==> src/rtl/twfp_pkg.sv <==
// Package for the transaction wire-format parser: field codes, phases, sizes.
// No dependencies.
`default_nettype none
package twfp_pkg;
    localparam int HASH_BYTES = 32;
    localparam int COUNT_BITS = 32;

    localparam logic [3:0] K_VERSION  = 4'd0;
    localparam logic [3:0] K_IN_COUNT = 4'd1;
    localparam logic [3:0] K_PREV_HASH = 4'd2;
    localparam logic [3:0] K_PREV_IDX = 4'd3;
    localparam logic [3:0] K_IN_ASSET = 4'd4;
    localparam logic [3:0] K_SIG_LEN  = 4'd5;
    localparam logic [3:0] K_SIG_BYTE = 4'd6;
    localparam logic [3:0] K_SEQUENCE = 4'd7;
    localparam logic [3:0] K_OUT_COUNT = 4'd8;
    localparam logic [3:0] K_OUT_ASSET = 4'd9;
    localparam logic [3:0] K_VALUE    = 4'd10;
    localparam logic [3:0] K_PK_LEN   = 4'd11;
    localparam logic [3:0] K_PK_BYTE  = 4'd12;
    localparam logic [3:0] K_LOCK     = 4'd13;
    localparam logic [3:0] K_DONE     = 4'd14;

    localparam logic [1:0] S_BUSY     = 2'd0;
    localparam logic [1:0] S_COMPLETE = 2'd1;
    localparam logic [1:0] S_TRUNC    = 2'd2;
    localparam logic [1:0] S_TRAIL    = 2'd3;

    typedef struct packed {
        logic [3:0]  kind;
        logic [4:0]  pos;
        logic [31:0] ent;
        logic [63:0] val;
        logic        comp;
        logic [1:0]  status;
    } t_result;

    function automatic logic [5:0] field_width(input logic [3:0] k);
        case (k)
            K_PREV_HASH: field_width = 6'(HASH_BYTES);
            K_IN_ASSET, K_OUT_ASSET: field_width = 6'd1;
            K_VALUE: field_width = 6'd8;
            default: field_width = 6'd4;
        endcase
    endfunction
endpackage
`default_nettype wire

==> src/rtl/tx_wire_format_parser.sv <==
// Transaction wire-format parser top level: tagging stage and result queue.
// Depends on twfp_pkg, twfp_front, twfp_fifo.
//
// Usage: push one byte per cycle on i_byte_value with i_is_last marking the
// buffer's final byte; a byte is taken when i_push is high and o_full low.
// Each byte yields one result: field kind, byte position, entry number,
// field value (completed little-endian number on a field's final byte,
// except hash, asset and script data), completion flag and parse status.
// Results are read queue-style: while o_empty is low the oldest result is on
// the output ports and i_pop takes it. o_empty falls in the cycle after an
// accept; throughput is one byte per cycle while o_full is low. A four-entry
// result queue absorbs receiver stalls; o_full rises when it fills and input
// halts without loss. Synchronous reset returns the parser to the version
// field and empties the queue; it also restarts after each last byte.
`default_nettype none
module tx_wire_format_parser import twfp_pkg::*; (
    input  wire logic        i_clk,
    input  wire logic        i_rst_n,
    input  wire logic        i_push,
    output logic             o_full,
    input  wire logic [7:0]  i_byte_value,
    input  wire logic        i_is_last,
    output logic             o_empty,
    input  wire logic        i_pop,
    output logic [3:0]       o_field_kind,
    output logic [4:0]       o_byte_in_field,
    output logic [31:0]      o_entry_number,
    output logic [63:0]      o_field_value,
    output logic             o_field_complete,
    output logic [1:0]       o_parse_status
);
    t_result w_res, w_out;
    logic    w_acc;

    assign w_acc = i_push && !o_full;

    twfp_front u_front (
        .i_clk(i_clk), .i_rst_n(i_rst_n), .i_valid(w_acc),
        .i_byte_value(i_byte_value), .i_is_last(i_is_last), .o_result(w_res)
    );

    twfp_fifo u_fifo (
        .i_clk(i_clk), .i_rst_n(i_rst_n), .i_push(w_acc), .i_data(w_res),
        .o_full(o_full), .i_pop(i_pop), .o_empty(o_empty), .o_data(w_out)
    );

    assign o_field_kind     = w_out.kind;
    assign o_byte_in_field  = w_out.pos;
    assign o_entry_number   = w_out.ent;
    assign o_field_value    = w_out.val;
    assign o_field_complete = w_out.comp;
    assign o_parse_status   = w_out.status;
endmodule
`default_nettype wire

==> src/rtl/twfp_front.sv <==
// Front stage: tracks the field state machine and tags each accepted byte.
// Depends on twfp_pkg.
`default_nettype none
module twfp_front import twfp_pkg::*; (
    input  wire logic       i_clk,
    input  wire logic       i_rst_n,
    input  wire logic       i_valid,
    input  wire logic [7:0] i_byte_value,
    input  wire logic       i_is_last,
    output t_result         o_result
);
    localparam logic [31:0] CMAX = 32'((64'd1 << COUNT_BITS) - 64'd1);

    logic [3:0]  r_phase, n_phase;
    logic [5:0]  r_fbc, n_fbc;
    logic [63:0] r_acc, n_acc;
    logic [31:0] r_sleft, n_sleft;
    logic [31:0] r_eleft, n_eleft;
    logic [31:0] r_ecnt, n_ecnt;
    logic        r_err, n_err;

    always_comb begin
        logic [63:0] v;
        logic [31:0] sl;
        logic [31:0] nsat;
        logic        endent;
        logic [3:0]  efirst, eafter;
        n_phase = r_phase; n_fbc = r_fbc; n_acc = r_acc; n_sleft = r_sleft;
        n_eleft = r_eleft; n_ecnt = r_ecnt; n_err = r_err;
        o_result = '0;
        o_result.kind = K_LOCK;
        o_result.val = {56'd0, i_byte_value};
        v = r_acc;
        sl = r_sleft;
        endent = 1'b0;
        efirst = K_PREV_HASH;
        eafter = K_OUT_COUNT;
        nsat = '0;
        if (r_phase > K_LOCK) begin
            n_phase = K_DONE;
            n_err = 1'b1;
        end else begin
            o_result.kind = r_phase;
            if ((r_phase >= K_PREV_HASH && r_phase <= K_SEQUENCE)
                    || (r_phase >= K_OUT_ASSET && r_phase <= K_PK_BYTE))
                o_result.ent = r_ecnt;
            if (r_phase == K_SIG_BYTE || r_phase == K_PK_BYTE) begin
                if (sl != 32'd0) sl = sl - 32'd1;
                n_sleft = sl;
                if (sl == 32'd0) begin
                    o_result.comp = 1'b1;
                    if (r_phase == K_SIG_BYTE) n_phase = K_SEQUENCE;
                    else begin
                        endent = 1'b1; efirst = K_OUT_ASSET; eafter = K_LOCK;
                    end
                end
            end else begin
                o_result.pos = r_fbc[4:0];
                if (r_fbc < 6'd8)
                    v = r_acc | ({56'd0, i_byte_value} << {r_fbc[2:0], 3'b000});
                n_acc = v;
                n_fbc = r_fbc + 6'd1;
                if (n_fbc >= field_width(r_phase)) begin
                    o_result.comp = 1'b1;
                    if (r_phase != K_PREV_HASH && r_phase != K_IN_ASSET
                            && r_phase != K_OUT_ASSET)
                        o_result.val = v;
                    n_fbc = '0;
                    n_acc = '0;
                    nsat = (v[63:32] != 32'd0 || v[31:0] > CMAX) ? CMAX : v[31:0];
                    case (r_phase)
                        K_VERSION: n_phase = K_IN_COUNT;
                        K_IN_COUNT: begin
                            n_eleft = nsat; n_ecnt = '0;
                            n_phase = (nsat != 32'd0) ? K_PREV_HASH : K_OUT_COUNT;
                        end
                        K_PREV_HASH: n_phase = K_PREV_IDX;
                        K_PREV_IDX: n_phase = K_IN_ASSET;
                        K_IN_ASSET: n_phase = K_SIG_LEN;
                        K_SIG_LEN: begin
                            n_sleft = v[31:0];
                            n_phase = (v[31:0] != 32'd0) ? K_SIG_BYTE : K_SEQUENCE;
                        end
                        K_SEQUENCE: endent = 1'b1;
                        K_OUT_COUNT: begin
                            n_eleft = nsat; n_ecnt = '0;
                            n_phase = (nsat != 32'd0) ? K_OUT_ASSET : K_LOCK;
                        end
                        K_OUT_ASSET: n_phase = K_VALUE;
                        K_VALUE: n_phase = K_PK_LEN;
                        K_PK_LEN: begin
                            n_sleft = v[31:0];
                            if (v[31:0] != 32'd0) n_phase = K_PK_BYTE;
                            else begin
                                endent = 1'b1; efirst = K_OUT_ASSET; eafter = K_LOCK;
                            end
                        end
                        default: n_phase = K_DONE;
                    endcase
                end
            end
            if (endent) begin
                n_ecnt = (r_ecnt + 32'd1) & CMAX;
                if (r_eleft <= 32'd1) begin
                    n_eleft = '0; n_ecnt = '0; n_phase = eafter;
                end else begin
                    n_eleft = r_eleft - 32'd1; n_phase = efirst;
                end
            end
        end
        if (i_is_last) begin
            if (n_err) o_result.status = S_TRAIL;
            else o_result.status = (n_phase == K_DONE) ? S_COMPLETE : S_TRUNC;
        end else begin
            o_result.status = n_err ? S_TRAIL : S_BUSY;
        end
    end

    always_ff @(posedge i_clk) begin
        if (!i_rst_n || (i_valid && i_is_last)) begin
            r_phase <= K_VERSION; r_fbc <= '0; r_acc <= '0; r_sleft <= '0;
            r_eleft <= '0; r_ecnt <= '0; r_err <= 1'b0;
        end else if (i_valid) begin
            r_phase <= n_phase; r_fbc <= n_fbc; r_acc <= n_acc;
            r_sleft <= n_sleft; r_eleft <= n_eleft; r_ecnt <= n_ecnt;
            r_err <= n_err;
        end
    end
endmodule
`default_nettype wire

==> src/rtl/twfp_fifo.sv <==
// Result queue between the tagging stage and the output port.
// Depends on twfp_pkg.
`default_nettype none
module twfp_fifo import twfp_pkg::*; (
    input  wire logic i_clk,
    input  wire logic i_rst_n,
    input  wire logic i_push,
    input  t_result   i_data,
    output logic      o_full,
    input  wire logic i_pop,
    output logic      o_empty,
    output t_result   o_data
);
    t_result    r_mem [4];
    logic [1:0] r_wp, r_rp;
    logic [2:0] r_cnt;
    logic       w_push, w_pop;

    assign o_full  = (r_cnt == 3'd4);
    assign o_empty = (r_cnt == 3'd0);
    assign w_push  = i_push && !o_full;
    assign w_pop   = i_pop && !o_empty;
    assign o_data  = r_mem[r_rp];

    always_ff @(posedge i_clk) begin
        if (w_push) r_mem[r_wp] <= i_data;
    end

    always_ff @(posedge i_clk) begin
        if (!i_rst_n) begin
            r_wp <= '0; r_rp <= '0; r_cnt <= '0;
        end else begin
            if (w_push) r_wp <= r_wp + 2'd1;
            if (w_pop) r_rp <= r_rp + 2'd1;
            r_cnt <= r_cnt + {2'd0, w_push} - {2'd0, w_pop};
        end
    end
endmodule
`default_nettype wire

==> config.mk <==
export PLATFORM = sky130hd
export DESIGN_NAME = tx_wire_format_parser
export DESIGN_NICKNAME = d
export VERILOG_FILES = /design/src/rtl/twfp_pkg.sv /design/src/rtl/tx_wire_format_parser.sv /design/src/rtl/twfp_front.sv /design/src/rtl/twfp_fifo.sv
export SDC_FILE = /design/constraint.sdc
export NUM_CORES = 1
export LEC_CHECK = 0
export BUFFER_PORTS_ARGS = -buffer_cell sky130_fd_sc_hd__buf_2
export CORE_MARGIN = 1
export CORE_UTILIZATION = 55
export DETAILED_ROUTE_END_ITERATION = 7
export GPL_TIMING_DRIVEN = 0
export PLACE_DENSITY_LB_ADDON = 0.12
export SLEW_MARGIN = 30
export SYNTH_ARGS = -nofsm -noshare
export SYNTH_HDL_FRONTEND = slang
export SYNTH_SLANG_ARGS = --single-unit
export TNS_END_PERCENT = 1
==> constraint.sdc <==
create_clock -name i_clk -period 14.45 [get_ports i_clk]
set_input_delay 2.89 -clock i_clk [delete_from_list [all_inputs] [get_ports i_clk]]
set_output_delay 2.89 -clock i_clk [all_outputs]
set_load 0.01 [all_outputs]
==> metrics list <==
- Of the available clock period, the critical path in the final layout requires 0.4521.
- Max-slew violations: 0
- Total of endpoints with negative setup slack in the final report: 0
- The critical path is of the reg2out type.
- In the final layout, the share of cells above drive strength 1 is 0.1614.
- Entering global routing, the biggest net connects 42 pins.
* Clock slew seen by the registers of the worst setup and hold paths: 60 ps
* Largest driver fanout on the critical path: 10
- Sequential fraction of the synthesis area: 0.6173
* Number of global-route vias before repair: 18290
- Remaining antenna violation count after routing: 0
* Max VDD drop: 0.00009494 V
- Following the worst setup path forward leads to its endpoint at o_entry_number[23].
- Highest achievable clock rate: 153.1 MHz
- Arrival time at the worst endpoint: 3640 ps
- In the synthesized netlist the async set-or-reset flop fraction comes to 0.
* Synthesis-to-finish area growth: 13.10%
* Worst reg2reg path startpoint: u_front.r_phase[3]
- Counting every sink on the clock net gives 612.
* I/O pin cnt: 123
* Unrepaired setup endpoints after global routing: false
- Summed over all instances, the cell type with the most area after synthesis is edfxtp_1.
* Nets@finish: 2398
- Yosys instantiated no cell more often than edfxtp_1.
* Placeable core region: 47950 um^2
- Max-cap violations in this run came to 0.
- After detailed routing, the number of remaining DRC violations is 0.
* Distinct cell type count of the synthesized netlist: 74
- Clock Skew: 18.26 ps
- Floorplan die width: 223.0 um
* Number of hold violations in the final report: 0
- Hold slack final: 460.2 ps
* P_leak: 10.76 nW
- For this block, the routed nets add up to 73530 um of wire.
* Data required, critical path: 11560 ps
- Of the post-synthesis cell area, the dominant cell type holds 0.4831.
* Initial DRC Count: 2065
- CTS Buffer Depth: 3
* Warnings from Yosys: 0
- STA classifies the critical path startpoint as a flip-flop.
- # port buffers: 120
- Buffers inserted by post-CTS timing repair: 0
- Yosys mapped a number of flops with a built-in enable equal to 432.
- Effective utilization at floorplan: 0.5600
- Length of the first detailed-routing pass in iterations: 6
- The die covers 49710 um^2.
- By count the netlist is led by edfxtp_1, nor2_1, a21oi_1.
- #FFs+latches synth: 612
- For this design, the CTS-stage hold fixing added 0 buffers.
- Across every metal layer, demand over resource in global routing totals 0.2948.
- Dividing the synthesized area by the synthesized cell count gives 12.33 um^2.
- Cell area power density: 149.7 nW/um^2
- The HPWL after detailed placement is 50260 um.
- Site Rows: 80
- The first global-routing pass estimated 110800 um of wire.
- Most used flip-flop cell after synthesis: edfxtp_1
* Outcome: finished clean
- Number of antenna violations at the first check in global routing: 0
* Register-to-Register Setup Slack: 8850 ps
- Slew of the pin with the lowest slew margin: 1143 ps
- At the end of routability-driven placement, the weighted congestion stood at 0.9433.
- Counting every net in the synthesized netlist gives 2206.
- After detailed routing, the average wire length per cell comes to 24.25 um.
- Via total after detailed routing: 19390
- Max transition margin: 0.2377
- Number of standard cells after synthesis: 2177
* Remaining global-route overflow: 0
- Summed over all failing endpoints, the final setup total negative slack is 0 ps.
- By area the synthesized netlist is led by edfxtp_1, dfxtp_1, mux4_2, a21oi_1, nor2_1.
* Worst R2R Path Depth: 17
* Number of buffers created by CTS: 60
- The H-tree was split into 2 levels.
- Combined area of all synthesized cells: 26850 um^2
* Cells resized by post-CTS repair: 0
- STA classifies the critical path endpoint as an output port.
* Skew-Pair Late Insertion Delay: 640 ps
- Total inserted antenna cells: 0
* FF-to-FF End: u_front.r_sleft[7]
- Library cell used as clock root buffer: clkbuf_16
* Average via count per standard cell: 6.396
* Vertical die dimension: 223.0 um
- Subtracting the final worst setup slack from the clock period gives 6533 ps.
- TritonCTS built the clock tree.
* Class of the worst hold path: reg2reg
metrics by stage:
step             util  power (mW)  std cells  instance area, um^2  setup slack [ps]
3_5_place_dp   0.5943       3.081       2922                28490              7897
4_1_cts        0.6332       4.577       3032                30360              7845
6_report       0.6334       4.547       3032                30370              7917
5_1_grt        0.6334       4.716       3032                30370              7710
3_3_place_gp   0.5886       3.072       2912                28220              4939
2_1_floorplan       -       2.722       2177                26850              7776
cell type report:
type,count,area (um^2)
Multi-Input combinational cell,1385,9577
Clock buffer,80,1610
Buffer,158,650.6
Inverter,22,82.58
Clock inverter,30,259.0
Timing Repair Buffer,130,845.8
Tap cell,615,769.5
Fill cell,3678,17580
Sequential cell,612,16580
critical path, stage by stage (launching register included):
cell,delay [ps]
dfxtp_1,300
clkbuf_2,500
buf_1,670
buf_1,730
mux4_2,630
buf_2,170
registers in the layout, summed over array words and instances (netlist names), named ones only:
signal	count
u_fifo.r_mem	432
u_fifo.r_rp	2
u_front.r_sleft	32
u_front.r_ecnt	32
u_front.r_phase	4
u_front.r_eleft	32
u_fifo.r_wp	2
u_front.r_err	1
u_fifo.r_cnt	3
u_front.r_fbc	6
u_front.r_acc	64
metal layers:
layer,wire (um),vias to the layer above,global-route usage
met1,31880,9676,0.4312
met3,6063,128,0.05400
met5,0,-,0
li1,-,8669,-
met2,33370,921,0.4492
met4,2217,0,0.09299
layout by cell type, fill, tap and decap left out, types with 20 or more instances in the layout:
cell | netlist | routed
nor2_1 | 218 | 218
inv_1 | 22 | 22
a31oi_1 | 23 | 22
nand2_1 | 123 | 123
o21ai_0 | 98 | 98
nand3_1 | 94 | 94
and2_1 | 61 | 57
xnor2_1 | 27 | 27
dfxtp_1 | 180 | 180
edfxtp_1 | 432 | 432
and3_1 | 21 | 21
mux4_2 | 108 | 108
nor4_1 | 35 | 33
buf_1 | 22 | 20
or3_1 | 20 | 20
clkbuf_1 | 117 | 131
nor3_1 | 91 | 91
clkbuf_16 | 0 | 61
buf_2 | 12 | 132
nand4_1 | 37 | 37
a21oi_1 | 213 | 213
report_power, final:
| group | switching, mW | leakage, nW | internal [mW] |
|---|---|---|---|
| combinational | 0.574 | 4.16 | 0.405 |
| sequential | 0.0343 | 5.69 | 2.02 |
| clock | 0.672 | 0.912 | 0.838 |
worst min path at each step:
| stage | from | end | slack, ps | cells past startpoint |
|---|---|---|---|---|
| 6_report | u_front.r_err | u_front.r_err | 460 | 1 |
| 3_3_place_gp | u_front.r_err | u_front.r_err | 440 | 1 |
| 4_1_cts | u_front.r_err | u_front.r_err | 460 | 1 |
| 5_1_grt | u_front.r_err | u_front.r_err | 480 | 1 |
| 3_5_place_dp | u_front.r_err | u_front.r_err | 450 | 1 |
| 2_1_floorplan | u_front.r_err | u_front.r_err | 430 | 1 |
logic make-up after synthesis:
kind of cell	synth area share
buffers and inverters	0.02712
flip-flops	0.6173
AO/OA/AOI/OAI	0.09193
adder cells (fa/ha/maj)	0.007735
XOR/XNOR	0.01142
multiplexers	0.09664
AND/OR/NAND/NOR	0.1478
Note: power is estimated with default switching activity, not from simulation.
